[src/rtl/tpqf_pkg.sv]
// Shared widths, types and constants of the three-point quadratic fit.
`default_nettype none
package tpqf_pkg;

  localparam int unsigned COORD_BITS = 12;
  localparam int unsigned FRAC_BITS  = 16;
  localparam int unsigned COEF_W     = 64;

  localparam int unsigned DIFF_W  = COORD_BITS + 1;
  localparam int unsigned PROD_W  = 2 * COORD_BITS;
  localparam int unsigned TERM_W  = COORD_BITS + DIFF_W;
  localparam int unsigned DDEN_W  = 2 * DIFF_W;
  localparam int unsigned DEN_W   = 3 * DIFF_W;
  localparam int unsigned NUMA_W  = TERM_W + 2;
  localparam int unsigned UTERM_W = TERM_W + DIFF_W;
  localparam int unsigned VTERM_W = TERM_W + PROD_W;
  localparam int unsigned NUM_W   = VTERM_W + 2;
  localparam int unsigned QUO_W   = NUM_W + FRAC_BITS;
  localparam int unsigned CNT_W   = $clog2(QUO_W + 1);
  localparam int unsigned LANES   = 3;

  localparam logic [1:0] HELD_FULL = 2'd2;

  typedef logic signed [COORD_BITS-1:0] coord_t;

  typedef struct packed {
    coord_t x0;
    coord_t y0;
    coord_t x1;
    coord_t y1;
    coord_t x2;
    coord_t y2;
    logic   singular;
  } job_t;

endpackage
`default_nettype wire

[src/rtl/tpqf_fifo.sv]
// Two-entry job queue between the front end and the solver.
`default_nettype none
module tpqf_fifo (
  input  wire logic           clk_i,
  input  wire logic           rst_ni,
  input  wire logic           push_i,
  input  wire tpqf_pkg::job_t data_i,
  output logic                full_o,
  input  wire logic           pop_i,
  output logic                empty_o,
  output tpqf_pkg::job_t      data_o
);
  import tpqf_pkg::*;

  job_t       mem_q [2];
  logic       wr_q, rd_q;
  logic [1:0] cnt_q;

  assign full_o  = (cnt_q == 2'd2);
  assign empty_o = (cnt_q == 2'd0);
  assign data_o  = mem_q[rd_q];

  always_ff @(posedge clk_i) begin
    if (push_i) begin
      mem_q[wr_q] <= data_i;
    end
  end

  always_ff @(posedge clk_i or negedge rst_ni) begin
    if (!rst_ni) begin
      wr_q  <= 1'b0;
      rd_q  <= 1'b0;
      cnt_q <= 2'd0;
    end else begin
      if (push_i) wr_q <= !wr_q;
      if (pop_i)  rd_q <= !rd_q;
      cnt_q <= cnt_q + {1'b0, push_i} - {1'b0, pop_i};
    end
  end

endmodule
`default_nettype wire

[config.mk]
export PLATFORM = sky130hd
export DESIGN_NAME = tpqf_fifo
export DESIGN_NICKNAME = d
export VERILOG_FILES = /design/src/rtl/tpqf_pkg.sv /design/src/rtl/tpqf_fifo.sv
export SDC_FILE = /design/constraint.sdc
export NUM_CORES = 1
export LEC_CHECK = 0
export ABC_CLOCK_PERIOD_IN_PS = 5700
export BUFFER_PORTS_ARGS = -buffer_cell sky130_fd_sc_hd__buf_2
export CAP_MARGIN = 20
export CORE_ASPECT_RATIO = 1.1
export CORE_MARGIN = 4
export CORE_UTILIZATION = 30
export DETAILED_ROUTE_END_ITERATION = 7
export PLACE_DENSITY = 0.53
export SLEW_MARGIN = 0
export SYNTH_ARGS = -nofsm -noshare
export SYNTH_HDL_FRONTEND = slang
export SYNTH_SLANG_ARGS = --single-unit
[constraint.sdc]
create_clock -name clk_i -period 5.7 [get_ports clk_i]
set_input_delay 0.855 -clock clk_i [delete_from_list [all_inputs] [get_ports clk_i]]
set_output_delay 0.855 -clock clk_i [all_outputs]
set_load 0.02 [all_outputs]
# Word level (Yosys, flattened, before mapping)

Memories as Yosys holds them, arrays and structs flattened.
Cells that the tools add are included.

Add/subtract/negate cells: 2
Eq/ne operators: 1
Mux-type cells: 2
Reductions and logical operators: 3

Operators with widths:

| operator                                    | count |
|---|---|
| 2-bit by 1-bit adder with 2-bit output      | 1 |
| 2-bit == test, second input constant        | 1 |
| 1-bit zero test                             | 2 |
| 2-bit zero test                             | 1 |
| 1-bit 2-to-1 mux                            | 2 |
| 2-bit by 1-bit subtractor with 2-bit output | 1 |

Register bits: 4
Bits in writable memories: 146
Input port bits: 77
Output and inout port bits: 75
Logic and storage cells: 12
Memories: 1

Memories:

| memory | depth | bits a word | read ports | clocked after memory_dff | write ports | RTL line        | RTL |
|---|---|---|---|---|---|---|---|
| mem_q  | 2     | 73          | 1          | 0                        | 1           | tpqf_fifo.sv:15 | `job_t mem_q [2];` |

# Depth between registers and ports, before layout

Gate-level depths: netlist (run 1).

Word-level depth: 2
Depth in mapped cells: 5
Gate-level depth less buffers: 5

# Worst setup path before layout (run 1)

Ideal clock, no wire load.

Path kind: input to register
Start: input port push_i
End: memory mem_q[0][0] in the netlist's numbering (enable)
Library setup time: 0.513 ns
Arrival: 4.054 ns
Required time: 5.187 ns
Path slack: 1.133 ns
Stages: 1
Path buffers: 0
Cell sequence: nor2b_1

Cells in the longest elaborated chain, start to end: 2

Ends and longest elaborated chain:

| what                                   | RTL line        | RTL |
|---|---|---|
| start, declared                        | tpqf_fifo.sv:6  | `input wire logic push_i,` |
| 1-bit 2-to-1 mux                       | tpqf_fifo.sv:24 | `if (push_i) begin` |
| 1-bit 2-to-1 mux (implied by the code) | tpqf_fifo.sv:25 | `mem_q[wr_q] <= data_i;` |
| end, declared                          | tpqf_fifo.sv:15 |  |

Every way passes these cells.

==> reports/results.md, run 1 <==
- Final Power: 3.88 mW
- last element of the critical path: data_o[72]
- latest clock arrival within the worst-skew pair: 0.41 ns
- area fraction in compound gates after synthesis: 0%
- fin crit period: 3.40 ns
- GR Util All Layers: 10.1%
- number of DRC violations after detailed routing: 0
- power density of the placed cells: 532 nW/um^2
- die width: 140 um
- Adder-Cell Fraction of Synth Area: 0.438%
- run status: complete, no violations
- share of power burned in registers: 41.2%
- reg-to-reg setup timing slack: 3.93 ns
- Worst Tran Pin Value: 1.05 ns
- FMAX: 294 MHz
- root cell of the clock tree: sky130_fd_sc_hd__clkbuf_16
- routed vias: 2,759
- worst endpoint required time: 4.85 ns
- sequential share of the synthesized area: 78.5%
- DRT antenna net count: 0
- final net count: 485
- total wirelength of the detailed-routed design: 10,500 um
- clock slew at reported path FFs: 0.06 ns
- most used flip-flop cell after synthesis: sky130_fd_sc_hd__edfxtp_1
- CTS tree: yes
- nets in the synthesized netlist: 321
- CTS sink cnt: 150
- count of distinct cell types in the synthesized netlist: 13
- total number of yosys warnings: 0
- top cell type's share of synthesized area: 76.8%
- maximum number of buffers from clock root to sink: 2
- switching portion of total power: 30.5%
- vertical extent of the die: 153 um
- library cell with the largest summed area after synthesis: sky130_fd_sc_hd__edfxtp_1
- Area Growth Syn to Fin: 27.6%
- cts hold-fix bufs: 0
- area share of and/or/nand/nor cells after synthesis: 0.394%
- ratio of final minimum period to clock period: 59.7%
- core area: 18,500 um^2
- top cells by area in the synthesized netlist: sky130_fd_sc_hd__edfxtp_1 (77%), sky130_fd_sc_hd__mux2_4 (16%), sky130_fd_sc_hd__mux2_2 (2.6%)
- number of synthesized flops with an enable pin: 146
- final number of setup-violating endpoints: 0
- class of the most critical setup path: register to output port
- number of cells after detailed placement: 630
- Avg Inst Size Synth: 23.6 um^2
- DIE AREA: 21,300 um^2
- routed vias/inst: 4.17
- filler cell count in the final layout: 1,760
- initial core utilization: 30.8%
- Netlist Area Pre-Place: 5710 um^2
- Final Slew Violations: 0
- FFs w/ async S/R, synth: 2.67%
- number of max-capacitance violations reported: 0
- I/O pin total: 152
- total CTS buffers: 17
- Yosys reg bits: 150
- clock share of power: 28.1%
- FF-to-FF Start: wr_q
- share of post-route cells with drive strength above 1: 60.4%
- 1st-iter DRT viols: 79
- summed negative setup slack over all endpoints: 0 ns
- share of the synthesized netlist area taken by xor and xnor gates: 0.723%
- kind of end point of the critical path: output port
- power dissipated by switching net loads: 1.18 mW
- setup repair after global routing missed its margin: false
- worst slew margin relative to its limit: 30.1%
- first-pass GRT wire length: 16,500 um
- clock skew after layout: 0.00396 ns
- number of global-route vias before repair: 3,145
- largest family of logic cells by synthesized area: multiplexers
- Critical Path AT: 2.55 ns
- placer congestion estimate: 0.664
- Syn Inst Count: 242
- commonest cells in the netlist: sky130_fd_sc_hd__edfxtp_1 (146), sky130_fd_sc_hd__mux2_4 (60), sky130_fd_sc_hd__mux2_2 (13), sky130_fd_sc_hd__buf_6 (7), sky130_fd_sc_hd__dfrtp_1 (4)
- CP max FO: 40
- post-detail-place hpwl: 6720 um
- VDD IR max: 0.504 mV
- Port Buffer Count: 151
- post-route non-filler standard cell count: 662
- Static Leakage: 2.90 nW
- worst min-delay path category: input pin to async pin
- antenna violations before repair: 0
- Post-CTS Setup Inserts: 0
- portion of netlist area occupied by mux cells: 18.3%
- worst reg2reg path endpoint: mem_q[0][44]
- Worst Setup Start Kind: register
- dominant cell by count in the synthesized netlist: sky130_fd_sc_hd__edfxtp_1
- aggregate global routing overflow: 0
- Pre-antenna DRT Iters: 3
- Gate power share: 30.7%
- wire length per cell after detailed routing: 15.8 um
- number of cells traversed by the worst register-to-register path: 2
- number of H-tree levels: 4
- internal power: 2.70 mW
- endpoints failing hold: 0
- number of placement rows: 52
- antenna diode count: 0
- worst setup path start: rd_q
- total of cells resized after clock tree synthesis: 0
- largest net degree at the start of global routing: 74
## power by group through the flow
stage                     logic, mW  clock network [mW]  registers (mW)
final                          1.19                1.09            1.60
after detailed placement       1.22                   0            1.63
after global placement         1.22                   0            1.61
after global routing           1.28                1.18            1.62
after CTS                      1.23                1.12            1.60
after floorplan               0.973                   0            1.55
## logic make-up (layout without fill, tap and decap cells)
logic type	after synthesis	count (layout)
xor+xnor	3	3
fa+ha+maj	2	2
buf+inv	10	187
flops	150	150
mux	73	73
simple gates	4	4
## cell type report
| class | instances | area [um^2] | share of cell area (%) |
|---|---|---|---|
| Clock buffer | 19 | 433 | 5.94 |
| Clock inverter | 13 | 138 | 1.89 |
| Inverter | 2 | 7.51 | 0.103 |
| Multi-Input combinational cell | 82 | 1150 | 15.7 |
| Sequential cell | 150 | 4490 | 61.6 |
| Tap cell | 243 | 304 | 4.17 |
| Timing Repair Buffer | 153 | 771 | 10.6 |
## worst min path at each step
stage,end,depth (start not counted),slack [ns],from
final,cnt_q[0],1,0.24,rst_ni
after floorplan,wr_q,1,0.46,wr_q
after global placement,wr_q,1,0.53,wr_q
after CTS,rd_q,1,0.21,rst_ni
after detailed placement,wr_q,1,0.54,wr_q
after global routing,wr_q,1,0.22,rst_ni
## registers in the layout (all words and copies together) (netlist names)
| register | flops |
|---|---|
| wr_q | 1 |
| cnt_q | 2 |
| mem_q | 146 |
| rd_q | 1 |
## cells in the final DEF (no fill, tap or decap)
cell                         count
sky130_fd_sc_hd__buf_2         151
sky130_fd_sc_hd__edfxtp_1      146
sky130_fd_sc_hd__mux2_4         60
sky130_fd_sc_hd__clkbuf_16      17
sky130_fd_sc_hd__mux2_2         13
sky130_fd_sc_hd__clkinv_1        6
sky130_fd_sc_hd__bufinv_16       3
sky130_fd_sc_hd__dfrtp_1         3
sky130_fd_sc_hd__inv_1           2
sky130_fd_sc_hd__xor2_1          2
sky130_fd_sc_hd__ha_1            2
sky130_fd_sc_hd__clkbuf_1        2
sky130_fd_sc_hd__clkinv_2        2
sky130_fd_sc_hd__clkinvlp_4      2
sky130_fd_sc_hd__buf_4           2
sky130_fd_sc_hd__xor3_1          1
sky130_fd_sc_hd__nor2b_4         1
sky130_fd_sc_hd__nor2_1          1
sky130_fd_sc_hd__nor2b_1         1
sky130_fd_sc_hd__and2_4          1
sky130_fd_sc_hd__dfrtp_4         1
## per-layer routing
metal	vias up	wire length, um	global-route usage (%)
met4	0	134	3.46
met3	11	832	4.90
met2	100	5360	16.8
met5	-	0	0
met1	1362	4140	11.3
li1	1286	-	-
## critical path, cell delays in order (launching register included)
cell	delay (ns)
sky130_fd_sc_hd__dfrtp_4	0.87
sky130_fd_sc_hd__buf_4	0.68
sky130_fd_sc_hd__mux2_2	0.40
sky130_fd_sc_hd__buf_2	0.16
## metrics by stage
step                      cell area [um^2]  hold slack [ns]  util, %  setup WS, ns
after floorplan                       5710            0.455        -          1.13
after global placement                6720            0.529     36.2          2.68
after detailed placement              6720            0.544     36.2          2.64
after CTS                             7290            0.214     39.3          2.19
after global routing                  7290            0.217     39.3          2.13
final                                 7290            0.239     39.3          2.30
Note: power is estimated with default switching activity, not from simulation.
==> run 2: changes to the inputs <==
--- a/config.mk
+++ b/config.mk
@@ -5,14 +5,14 @@
 export SDC_FILE = /design/constraint.sdc
 export NUM_CORES = 1
 export LEC_CHECK = 0
-export ABC_CLOCK_PERIOD_IN_PS = 5700
+export ABC_CLOCK_PERIOD_IN_PS = 3000
 export BUFFER_PORTS_ARGS = -buffer_cell sky130_fd_sc_hd__buf_2
 export CAP_MARGIN = 20
 export CORE_ASPECT_RATIO = 1.1
 export CORE_MARGIN = 4
 export CORE_UTILIZATION = 30
 export DETAILED_ROUTE_END_ITERATION = 7
-export PLACE_DENSITY = 0.53
+export PLACE_DENSITY = 0.55
 export SLEW_MARGIN = 0
 export SYNTH_ARGS = -nofsm -noshare
 export SYNTH_HDL_FRONTEND = slang
==> constraint.sdc (replaced) <==
create_clock -name clk_i -period 3 [get_ports clk_i]
set_input_delay 0.45 -clock clk_i [delete_from_list [all_inputs] [get_ports clk_i]]
set_output_delay 0.45 -clock clk_i [all_outputs]
set_load 0.02 [all_outputs]
==> run 2 against run 1 <==
Via count rose by 0.33%. Combinational power rose by 98%. Clock skew rose by 0.0024 ns. Clock power rose by 86%. Routed wire length fell by 0.67%. Non-clock buffer count rose by 4. Setup slack got worse by 1.8 ns. Utilization rose by 0.30 points. Critical path type unchanged. Largest cell class unchanged. Largest power group unchanged.
==> reports/results.md, run 2 (synthesized netlist as in run 1, its figures left out) <==
- CTS sink cnt: 150
- fin crit period: 2.49 ns
- routed vias: 2,768
- FMAX: 402 MHz
- number of cells after detailed placement: 633
- core area: 18,500 um^2
- GR Util All Layers: 10.0%
- CP max FO: 26
- Worst Setup Start Kind: register
- DIE AREA: 21,300 um^2
- Regs by FF count: mem_q: 146 flops, cnt_q: 2 flops
- total CTS buffers: 17
- worst slew margin relative to its limit: 63.1%
- Worst Tran Pin Value: 0.554 ns
- worst min-delay path category: input pin to register
- final critical-path setup slack: 0.514 ns
- share of post-route cells with drive strength above 1: 62.4%
- vertical extent of the die: 153 um
- power density of the placed cells: 1000 nW/um^2
- number of global-route vias before repair: 3,036
- 1st-iter DRT viols: 109
- class of the most critical setup path: register to output port
- DRT antenna net count: 0
- summed negative setup slack over all endpoints: 0 ns
- I/O pin total: 152
- Worst Hold Path Cells: 1
- run status: complete, no violations
- latest clock arrival within the worst-skew pair: 0.41 ns
- most common cell after layout, fill and taps aside: sky130_fd_sc_hd__buf_2
- final net count: 489
- Final Instance Area: 7340 um^2
- endpoints failing hold: 0
- post-route non-filler standard cell count: 666
- antenna diode count: 0
- total cell area at the placement stage: 6760 um^2
- Area Growth Syn to Fin: 28.6%
- initial core utilization: 30.8%
- number of cells traversed by the worst register-to-register path: 2
- VDD IR max: 0.489 mV
- Final Slew Violations: 0
- die width: 140 um
- register ranked first by flip-flop count: mem_q
- Pre-antenna DRT Iters: 4
- largest net degree at the start of global routing: 42
- first-pass GRT wire length: 16,400 um
- number of placement rows: 52
- kind of end point of the critical path: output port
- setup repair after global routing missed its margin: false
- worst endpoint required time: 2.55 ns
- clock skew after layout: 0.00635 ns
- Port Buffer Count: 151
- worst slack, placed: 0.908 ns
- placer congestion estimate: 0.691
- Final Power: 7.36 mW
- root cell of the clock tree: sky130_fd_sc_hd__clkbuf_16
- final number of setup-violating endpoints: 0
- top library cells by usage in the layout, fill and taps aside: sky130_fd_sc_hd__buf_2 (151), sky130_fd_sc_hd__edfxtp_1 (146), sky130_fd_sc_hd__mux2_4 (60), sky130_fd_sc_hd__clkbuf_16 (17), sky130_fd_sc_hd__mux2_2 (13)
- number of H-tree levels: 4
- clock slew at reported path FFs: 0.06 ns
- total wirelength of the detailed-routed design: 10,400 um
- total of cells resized after clock tree synthesis: 0
- Static Leakage: 2.94 nW
- flip-flop count of the largest register after layout: 146
- number of DRC violations after detailed routing: 0
- aggregate global routing overflow: 0
- wire length per cell after detailed routing: 15.6 um
- number of max-capacitance violations reported: 0
- maximum number of buffers from clock root to sink: 2
- Critical Path AT: 2.04 ns
- ratio of final minimum period to clock period: 82.9%
- antenna violations before repair: 0
- routed vias/inst: 4.16
- Post-CTS Setup Inserts: 0
- CTS tree: yes
run 2: final cells by class:
cell class	instances	area, um^2
multi-input combinational	82	1150
clock inverter	15	144
tap	243	304
inverter	2	7.51
timing repair buffer	157	828
fill	1724	11200
clock buffer	17	425
sequential	150	4490
run 2: path summary, 6_finish.rpt:
| kind | from | endpoint | slack (ns) |
|---|---|---|---|
| worst max-delay path | rd_q | data_o[8] | 0.51 |
| worst min-delay path | data_i[30] | mem_q[1][30] | 0.22 |
| worst max register to register | wr_q | mem_q[1][11] | 1.38 |
| worst min register to register | wr_q | wr_q | 0.55 |
| max in group asynchronous | rst_ni | rd_q | 2.49 |
| min in group asynchronous | rst_ni | cnt_q[0] | 0.37 |
run 2: per-stage QoR:
| stage | hold slack [ns] | util, % |
|---|---|---|
| finish | 0.225 | 39.6 |
| global route | 0.195 | 39.6 |
| CTS | 0.193 | 39.6 |
| detailed placement | 0.266 | 36.5 |
| global placement | 0.264 | 36.5 |
| floorplan | 0.154 | - |
run 2: layer usage:
layer	vias up	wire [um]	track usage [%]
met2	98	5150	16.1
met3	11	751	4.05
met5	-	0	0
met4	0	128	3.46
li1	1291	-	-
met1	1368	4370	12.2
run 2: power by group:
part           internal (mW)  switching (mW)
clock network           1.16           0.864
logic                   1.08            1.29
registers               2.79           0.182
total                   5.03            2.33
run 2: critical path, stage by stage (launching register included):
cell and delay, ns:
sky130_fd_sc_hd__dfrtp_4 0.70, sky130_fd_sc_hd__buf_4 0.41, sky130_fd_sc_hd__mux2_4 0.34, sky130_fd_sc_hd__buf_2 0.16
run 2: repair_timing:
| action | 4_1_cts | 5_1_grt |
|---|---|---|
| endpoints found under the hold margin | 4 | 0 |
| setup endpoints to repair | 0 | 0 |
| hold buffers | 1 | 0 |
