File: config.mk
export PLATFORM = sky130hd
export DESIGN_NAME = tpqf_front_flat
export DESIGN_NICKNAME = d
export VERILOG_FILES = /design/src/rtl/tpqf_pkg.sv /design/src/rtl/tpqf_if.sv /design/src/rtl/tpqf_front.sv /design/src/flat_wrapper.sv
export SDC_FILE = /design/constraint.sdc
export NUM_CORES = 1
export LEC_CHECK = 0
export BUFFER_PORTS_ARGS = -buffer_cell sky130_fd_sc_hd__buf_2
export CAP_MARGIN = 30
export CORE_MARGIN = 2
export CORE_UTILIZATION = 30
export CTS_CLUSTER_SIZE = 28
export DETAILED_ROUTE_END_ITERATION = 10
export PLACE_DENSITY = 0.67
export SYNTH_ARGS = -nofsm -noshare
export SYNTH_HDL_FRONTEND = slang
export SYNTH_SLANG_ARGS = --single-unit
File: constraint.sdc
create_clock -name clk_i -period 1 [get_ports clk_i]
set_input_delay 0.1 -clock clk_i [delete_from_list [all_inputs] [get_ports clk_i]]
set_output_delay 0.1 -clock clk_i [all_outputs]
set_load 0.005 [all_outputs]
File: src/rtl/tpqf_pkg.sv
// Shared widths, types and constants of the three-point quadratic fit.
`default_nettype none
package tpqf_pkg;

  localparam int unsigned COORD_BITS = 12;
  localparam int unsigned FRAC_BITS  = 16;
  localparam int unsigned COEF_W     = 64;

  localparam int unsigned DIFF_W  = COORD_BITS + 1;
  localparam int unsigned PROD_W  = 2 * COORD_BITS;
  localparam int unsigned TERM_W  = COORD_BITS + DIFF_W;
  localparam int unsigned DDEN_W  = 2 * DIFF_W;
  localparam int unsigned DEN_W   = 3 * DIFF_W;
  localparam int unsigned NUMA_W  = TERM_W + 2;
  localparam int unsigned UTERM_W = TERM_W + DIFF_W;
  localparam int unsigned VTERM_W = TERM_W + PROD_W;
  localparam int unsigned NUM_W   = VTERM_W + 2;
  localparam int unsigned QUO_W   = NUM_W + FRAC_BITS;
  localparam int unsigned CNT_W   = $clog2(QUO_W + 1);
  localparam int unsigned LANES   = 3;

  localparam logic [1:0] HELD_FULL = 2'd2;

  typedef logic signed [COORD_BITS-1:0] coord_t;

  typedef struct packed {
    coord_t x0;
    coord_t y0;
    coord_t x1;
    coord_t y1;
    coord_t x2;
    coord_t y2;
    logic   singular;
  } job_t;

endpackage
`default_nettype wire

File: src/rtl/tpqf_if.sv
// Request channels of the fit: point input and coefficient output.
`default_nettype none
interface tpqf_in_if;
  import tpqf_pkg::*;
  logic   valid;
  logic   ready;
  logic   start_list;
  coord_t point_x;
  coord_t point_y;
  modport source (output valid, output start_list, output point_x, output point_y,
                  input ready);
  modport sink (input valid, input start_list, input point_x, input point_y,
                output ready);
endinterface

`default_nettype wire

File: src/rtl/tpqf_front.sv
// Front end: point window, classification and job issue.
`default_nettype none
module tpqf_front (
  input  wire logic           clk_i,
  input  wire logic           rst_ni,
  tpqf_in_if.sink             in_i,
  input  wire logic           full_i,
  output tpqf_pkg::job_t      job_o,
  output logic                push_o
);
  import tpqf_pkg::*;

  coord_t     older_x_q, older_y_q, newer_x_q, newer_y_q;
  logic [1:0] held_q, held_eff, held_d;
  logic       accept;

  assign in_i.ready = !full_i;
  assign accept     = in_i.valid && in_i.ready;
  assign held_eff   = in_i.start_list ? 2'd0 : held_q;
  assign held_d     = (held_eff == HELD_FULL) ? HELD_FULL : held_eff + 2'd1;
  assign push_o     = accept && (held_eff == HELD_FULL);

  always_comb begin
    job_o.x0 = older_x_q;
    job_o.y0 = older_y_q;
    job_o.x1 = newer_x_q;
    job_o.y1 = newer_y_q;
    job_o.x2 = in_i.point_x;
    job_o.y2 = in_i.point_y;
    job_o.singular = (older_x_q == newer_x_q) || (older_x_q == in_i.point_x) ||
                     (newer_x_q == in_i.point_x);
  end

  always_ff @(posedge clk_i or negedge rst_ni) begin
    if (!rst_ni) begin
      older_x_q <= '0;
      older_y_q <= '0;
      newer_x_q <= '0;
      newer_y_q <= '0;
      held_q    <= '0;
    end else if (accept) begin
      older_x_q <= newer_x_q;
      older_y_q <= newer_y_q;
      newer_x_q <= in_i.point_x;
      newer_y_q <= in_i.point_y;
      held_q    <= held_d;
    end
  end

endmodule
`default_nettype wire

File: src/flat_wrapper.sv
// flat-port wrapper written by rule: the top's interface ports become plain ports
module tpqf_front_flat import tpqf_pkg::*;
  (clk_i, rst_ni, full_i, job_o, push_o, in_i_valid, in_i_start_list, in_i_point_x, in_i_point_y, in_i_ready);
  tpqf_in_if in_i_i ();
  input  wire logic clk_i;
  input  wire logic rst_ni;
  input  wire logic full_i;
  output tpqf_pkg::job_t job_o;
  output logic push_o;
  input wire logic [$bits(in_i_i.valid)-1:0] in_i_valid;
  input wire logic [$bits(in_i_i.start_list)-1:0] in_i_start_list;
  input wire logic [$bits(in_i_i.point_x)-1:0] in_i_point_x;
  input wire logic [$bits(in_i_i.point_y)-1:0] in_i_point_y;
  output wire logic [$bits(in_i_i.ready)-1:0] in_i_ready;
  assign in_i_i.valid = in_i_valid;
  assign in_i_i.start_list = in_i_start_list;
  assign in_i_i.point_x = in_i_point_x;
  assign in_i_i.point_y = in_i_point_y;
  assign in_i_ready = in_i_i.ready;
  tpqf_front u_core (.clk_i(clk_i), .rst_ni(rst_ni), .in_i(in_i_i), .full_i(full_i), .job_o(job_o), .push_o(push_o));
endmodule
* Word level (Yosys, flattened, before mapping)
Index checks and enable logic that the tools add are counted.
** Word-level totals
- Register bits :: 50
- Input port bits :: 29
- Output and inout bits :: 75
- Word-level logic and storage cells :: 17
** Cells by class
- Add/subtract/negate cells :: 1
- Equal/unequal tests :: 4
- Mux-type cells :: 2
- Reduce and logical (&&, ||, !) cells :: 5
** Operator list (count)
- == test 12 bit :: 3
- two-way mux 2 bit :: 2
- adder 2 x 1 -> 2 bit, second input constant :: 1
- == test 2 bit, second input constant :: 1
- logical AND 1 bit :: 2
- logical OR 1 bit :: 2
- zero test 1 bit :: 1

* Depth between registers and ports, before layout
Gate-level depths: netlist (run 1).
- Depth in word-level cells :: 3
- Gate-level depth with buffers :: 5
- Mapped depth without buffers :: 5

* Least setup slack after synthesis (run 1)
OpenSTA, ideal clock, no wires.
- Kind :: reg2out
- From :: register u_core.newer_x_q[2]
- To :: output job_o[0] in the netlist's numbering
- Arrival :: 1.039 ns
- Data required time :: 0.900 ns
- Slack :: -0.139 ns
- Cell stages (with the launch flop) :: 5
- Path buffers :: 0
- Path through :: dfrtp_1 xor2_1 nor4_1 nand3_1 nand3_1
** RTL lines
- start: declaration :: line tpqf_front.sv:13 : coord_t older_x_q, older_y_q, newer_x_q, newer_y_q;
- start signal: assignment :: line tpqf_front.sv:44 : newer_x_q <= in_i.point_x;
- end: declaration :: line flat_wrapper.sv:8 : output tpqf_pkg::job_t job_o;

==> impl_metrics.env, run 1 <==
export IMPL_synth_flop_cell="dfrtp_1"
export IMPL_rsz0062_at_grt="true"
export IMPL_start_util=0.3073
export IMPL_ys_top_cells_by_area="dfrtp_1 50%, nand2_1 22%, xor2_1 13%"
export IMPL_hp_class="primary input to flop"
export IMPL_p_sw_frac=0.3069
export IMPL_wl_per_cell_microns=12.93
export IMPL_cts_tree="yes"
export IMPL_core_area_sq_mm=0.008134
export IMPL_die_h_microns=95.29
export IMPL_multi_input_area_sq_mm=0.001064
export IMPL_vias=2298
export IMPL_clkSinkCount=50
export IMPL_routed_wirelength_microns=6904
export IMPL_synth_async_reset_ratio=1.000
export IMPL_synth_distinct_cells=13
export IMPL_arrival_ns=1.57
export IMPL_worstPathRequired_ns=0.90
export IMPL_drive_gt1_frac=0.3986
export IMPL_synth_edf_count=0
export IMPL_vdd_drop_max_v=0.0005951
export IMPL_drv_cap=0
export IMPL_nFillCells=793
export IMPL_grt_pass1_vias=2283
export IMPL_clock_skew_ns=0.007588
export IMPL_finalHoldViolCount=0
export IMPL_fin_util=0.4739
export IMPL_clkPwrFrac=0.213
export IMPL_cts_buffers=5
export IMPL_synth_seq_area_share=0.5005
export IMPL_synth_most_common_cell="nand2_1"
export IMPL_grt_max_degree=33
export IMPL_post_synth_top_area_cell="dfrtp_1"
export IMPL_die_w_microns=95.29
export IMPL_htree_levels=2
export IMPL_fmax_ghz=0.5983
export IMPL_clk_pin_slew_worst_paths_ns=0.10
export IMPL_routed_via_density=4.303
export IMPL_drc=0
export IMPL_cts_max_path_buffers=2
export IMPL_slew_headroom=0.8011
export IMPL_drtPass1Iterations=4
export IMPL_gp_congestion=0.8546
export IMPL_syn_area_sq_mm=0.002500
export IMPL_setup_viol=24
export IMPL_yosysTopAreaCellShare=0.5005
export IMPL_num_antenna_cells=0
export IMPL_setup_slack_ns=-0.6715
export IMPL_period_share=1.672
export IMPL_fin_crit_ns=1.672
export IMPL_rows=33
export IMPL_synth_common_cells="149 x nand2_1, 50 x dfrtp_1, 36 x xor2_1"
export IMPL_antenna_left=0
export IMPL_grt_pass1_wl_microns=10850
export IMPL_io_pins=104
export IMPL_end_kind="primary output"
export IMPL_overflow=0
export IMPL_violations="setup timing"
export IMPL_p_seq_frac=0.450
export IMPL_p_int_mw=4.008
export IMPL_p_leak_nw=2.153
export IMPL_area_growth_synth_to_final_pct=54.20
export IMPL_ys_warn_count=0
export IMPL_nNetsFinal=459
export IMPL_tightest_slew_ns=0.2956
export IMPL_maxSlewViolCount=0
export IMPL_path_max_fanout=3
export IMPL_initialDrtViolationCount=68
export IMPL_clkLatencyLatePin_ns=0.30
export IMPL_hpwl_microns=4996
export IMPL_outcome="finished with violations"
export IMPL_synthCells=292
export IMPL_die_area_sq_mm=0.009079
export IMPL_antenna_found_initial=0
export IMPL_grt_usage=0.1548
export IMPL_whs_ns=0.04929
export IMPL_p_comb_frac=0.337
export IMPL_postSynthNetCount=323
export IMPL_regArea_sq_mm=0.001254
export IMPL_numPortBuffers=103
export IMPL_p_switching_mw=1.775
export IMPL_tns_ns=-2.792
export IMPL_setup_worst_path_start_class="flop"
export IMPL_postSynthAreaPerCell_sq_um=8.561
export IMPL_cts_root_buf="clkbuf_8"
export IMPL_finish_instance_area_sq_mm=0.003855
export IMPL_cellPowerDensity_mw_per_mm2=1500
export IMPL_path_class="flop to primary output"
export IMPL_dpl_cell_area_sq_mm=0.003262
export IMPL_ys_ff_latch=50
==> cell type report <==
cell class | instances | share of cell area
tap | 105 | 0.03408
sequential | 50 | 0.3252
multi-input combinational | 205 | 0.2759
clock inverter | 1 | 0.001298
timing repair buffer | 164 | 0.3392
inverter | 2 | 0.001947
clock buffer | 7 | 0.02240
==> metrics by stage <==
stage / worst slack (ns) / cells / total power [mW]
6_report: -0.6715 / 534 / 5.783
4_1_cts: -0.6736 / 530 / 5.713
3_5_place_dp: -0.3365 / 502 / 4.106
5_1_grt: -0.7733 / 534 / 6.155
3_3_place_gp: -0.3535 / 502 / 4.063
2_1_floorplan: -0.1216 / 292 / 3.258
==> cell usage in the layout, fill, tap and decap left out <==
cell / netlist / layout
ha_4: 0 / 1
nand2_2: 0 / 1
clkbuf_8: 0 / 6
dfrtp_2: 0 / 2
nor4_2: 0 / 3
clkbuf_1: 0 / 1
dfrtp_1: 50 / 48
inv_2: 0 / 1
inv_1: 2 / 1
nand2_1: 149 / 148
nor4_1: 9 / 6
buf_2: 11 / 78
and2_4: 0 / 1
dlygate4sd3_1: 0 / 13
o21ai_2: 0 / 1
buf_6: 0 / 47
nand2b_1: 1 / 1
ha_2: 0 / 1
buf_4: 24 / 21
xor2_1: 36 / 36
buf_12: 0 / 5
clkinv_2: 0 / 1
nor2b_4: 0 / 2
nand3_1: 4 / 4
==> power by group through the flow <==
stage | Clock [mW] | Combinational (mW) | Sequential (mW)
floorplan | 0 | 0.611 | 2.65
global placement | 0 | 1.47 | 2.60
detailed placement | 0 | 1.49 | 2.62
CTS | 1.29 | 1.83 | 2.59
global route | 1.36 | 2.16 | 2.64
finish | 1.23 | 1.95 | 2.60
==> cells by family after synthesis <==
kind of cell / synth area share
AND/OR/NAND/NOR: 0.2643
flip-flops: 0.5005
buffers and inverters: 0.09710
XOR/XNOR: 0.1261
adder cells (fa/ha/maj): 0.01001
AO/OA/AOI/OAI: 0.002000
==> registers in the layout (all words and copies together), names as in the netlist <==
signal	count
u_core.held_q	2
u_core.newer_x_q	12
u_core.newer_y_q	12
u_core.older_x_q	12
u_core.older_y_q	12
==> worst max-delay path, stage by stage (launching register included) <==
cell and delay [ns]:
dfrtp_1 0.43, xor2_1 0.18, nor4_1 0.32, nand3_1 0.12
nand3_1 0.11, buf_2 0.12
==> final timing paths <==
| path | startpoint | endpoint | slack (ns) | cells past startpoint |
|---|---|---|---|---|
| worst max-delay path | u_core.older_x_q[7] | job_o[0] | -0.67 | 5 |
| worst min-delay path | in_i_point_x[3] | u_core.newer_x_q[3] | 0.05 | 3 |
| worst max register to register | u_core.held_q[1] | u_core.held_q[0] | -0.03 | 6 |
| worst min register to register | u_core.older_y_q[5] | u_core.older_y_q[5] | 0.48 | 2 |
| max in group asynchronous | rst_ni | u_core.newer_y_q[9] | 0.36 | 3 |
| min in group asynchronous | rst_ni | u_core.older_x_q[2] | 0.21 | 2 |
==> per-layer routing <==
metal	track usage	routed length [microns]	part of all wire
met5	0	0	0
met4	0.03019	40	0.0058
met3	0.03004	448	0.065
met2	0.2741	3446	0.50
met1	0.1965	2969	0.43
==> what timing repair did <==
action                                  4_1_cts  5_1_grt
endpoints found under the setup margin       25       30
resized for setup                            43       24
hold buffers                                 12        1
hold endpoints to repair                     61        1
setup buffers                                13       12
pin swaps                                     7        3
(Power assumes the default switching activity.)
==> run 2, diff against run 1 <==
- SKIP_LAST_GASP: not set -> 1
==> impl_metrics.env, run 2 (same netlist as run 1, synthesis figures left out) <==
export IMPL_outcome="finished with violations"
export IMPL_violations="setup timing"
export IMPL_regArea_sq_mm=0.001254
export IMPL_clkLatencyLatePin_ns=0.30
export IMPL_finalHoldViolCount=0
export IMPL_worstPathRequired_ns=0.90
export IMPL_min_to="u_core.newer_x_q[3]"
export IMPL_cpMaxStageDelayCell="dfrtp_1"
export IMPL_area_growth_synth_to_final_pct=52.40
export IMPL_critPathMaxStageDelay_ns=0.44
export IMPL_r2r_setup_slack_ns=-0.03
export IMPL_setup_viol=24
export IMPL_finish_instance_area_sq_mm=0.003810
export IMPL_period_share=1.696
export IMPL_vdd_drop_max_v=0.0005949
export IMPL_grt_usage=0.1543
export IMPL_p_leak_nw=2.136
export IMPL_numPortBuffers=103
export IMPL_path_class="flop to primary output"
export IMPL_cts_buffers=5
export IMPL_routed_wirelength_microns=6852
export IMPL_cts_max_path_buffers=2
export IMPL_nNetsFinal=457
export IMPL_hp_class="primary input to flop"
export IMPL_cellPowerDensity_mw_per_mm2=1503
export IMPL_fmax_ghz=0.5895
export IMPL_drive_gt1_frac=0.3934
export IMPL_grt_pass1_wl_microns=10810
export IMPL_dpl_cell_area_sq_mm=0.003262
export IMPL_maxSlewViolCount=0
export IMPL_routed_via_density=4.301
export IMPL_setup_slack_ns=-0.6964
export IMPL_arrival_ns=1.60
export IMPL_path_max_fanout=3
export IMPL_wl_per_cell_microns=12.88
export IMPL_grt_pass1_vias=2279
export IMPL_overflow=0
export IMPL_tightest_slew_ns=0.3169
export IMPL_drv_cap=0
export IMPL_whs_ns=0.04913
export IMPL_crit_cells=5
export IMPL_clkSinkCount=50
export IMPL_rr_startpoint="u_core.held_q[1]"
export IMPL_hpwl_microns=4996
export IMPL_die_h_microns=95.29
export IMPL_antenna_found_initial=0
export IMPL_initialDrtViolationCount=75
export IMPL_slew_headroom=0.7868
export IMPL_fin_crit_ns=1.696
export IMPL_drtPass1Iterations=4
export IMPL_hold_depth=3
export IMPL_core_area_sq_mm=0.008134
export IMPL_end_kind="primary output"
export IMPL_multi_input_area_sq_mm=0.001057
export IMPL_min_from="in_i_point_x[3]"
export IMPL_r2r_cells=6
export IMPL_vias=2288
export IMPL_final_common_cell="nand2_1"
export IMPL_layout_common_cells="148 x nand2_1, 80 x buf_2, 48 x dfrtp_1"
export IMPL_rows=33
export IMPL_gp_congestion=0.8546
export IMPL_drc=0
export IMPL_cp_cell_sequence="xor2_1, nor4_1, nand3_1, nand3_1, buf_2"
export IMPL_num_antenna_cells=0
export IMPL_nFillCells=805
export IMPL_setup_worst_path_start_class="flop"
export IMPL_die_area_sq_mm=0.009079
export IMPL_die_w_microns=95.29
export IMPL_io_pins=104
export IMPL_antenna_left=0
export IMPL_clk_pin_slew_worst_paths_ns=0.10
export IMPL_cts_tree="yes"
export IMPL_cp_num_buf_inv=1
export IMPL_crit_top_cell="nand3_1"
export IMPL_htree_levels=2
export IMPL_grt_max_degree=33
export IMPL_crit_family="simple AND/OR/NAND/NOR gates"
export IMPL_cts_root_buf="clkbuf_8"
export IMPL_start_util=0.3073
export IMPL_rr_endpoint="u_core.held_q[0]"
export IMPL_rsz0062_at_grt="true"
export IMPL_clock_skew_ns=0.008015
export IMPL_total_power_mw=5.725
## run 2: changes by cell type in the layout (fill, tap and decap cells not counted), sizes merged
cell / change
buf: -2
## run 2: how the worst max path moves through the flow
stage                        start       end  slack, ns
6_report       u_core.newer_x_q[1]  job_o[0]      -0.70
5_1_grt        u_core.older_x_q[7]  job_o[0]      -0.78
4_1_cts        u_core.newer_x_q[1]  job_o[0]      -0.67
3_5_place_dp   u_core.newer_x_q[9]  job_o[0]      -0.34
3_3_place_gp   u_core.newer_x_q[9]  job_o[0]      -0.35
2_1_floorplan  u_core.newer_x_q[3]  job_o[0]      -0.12
## run 2: repair_timing
action | CTS | global route
gates cloned | 0 | 0
hold buffers | 12 | 1
gates resized for setup | 32 | 32
hold endpoints to repair | 61 | 1
pin swaps | 5 | 3
setup buffers | 13 | 14
setup endpoints to repair | 25 | 30
## run 2: final cells by class
class,count,area share
tap,105,0.03448
multi-input combinational,205,0.2775
timing repair buffer,162,0.3330
clock buffer,7,0.02266
clock inverter,1,0.001314
inverter,2,0.001970
sequential,50,0.3291
## run 2: worst reg2reg max path, delay by kind of cell, from the launching register on
kind | cells | cell delay, ns
flops | 1 | 0.36
buf+inv | 2 | 0.14
fa+ha+maj | 1 | 0.16
simple gates | 3 | 0.28
## run 2: routing by layer
metal / share of wire / up-vias / track usage / wire length, microns
met5: 0 / - / 0 / 0
met3: 0.049 / 4 / 0.03004 / 338
met4: 0.0058 / 0 / 0.03019 / 40
met1: 0.45 / 1076 / 0.1970 / 3050
met2: 0.50 / 71 / 0.2717 / 3422
li1: - / 1137 / - / -
## run 2: power breakdown
group | internal (mW) | leakage [nW] | total [mW] | switching (mW)
clock | 0.560 | 0.0482 | 1.23 | 0.672
sequential | 2.32 | 0.626 | 2.60 | 0.279
combinational | 1.09 | 1.46 | 1.90 | 0.805
total | 3.97 | 2.14 | 5.72 | 1.76
## run 2: metrics by stage
stage | utilization | setup WS, ns | TNS (ns) | cells
after global placement | 0.4010 | -0.3535 | -0.3708 | 502
after floorplan | - | -0.1216 | -0.1216 | 292
after global routing | 0.4684 | -0.7751 | -3.643 | 532
after CTS | 0.4510 | -0.6746 | -3.195 | 530
after detailed placement | 0.4010 | -0.3365 | -0.3808 | 502
final | 0.4684 | -0.6964 | -2.617 | 532
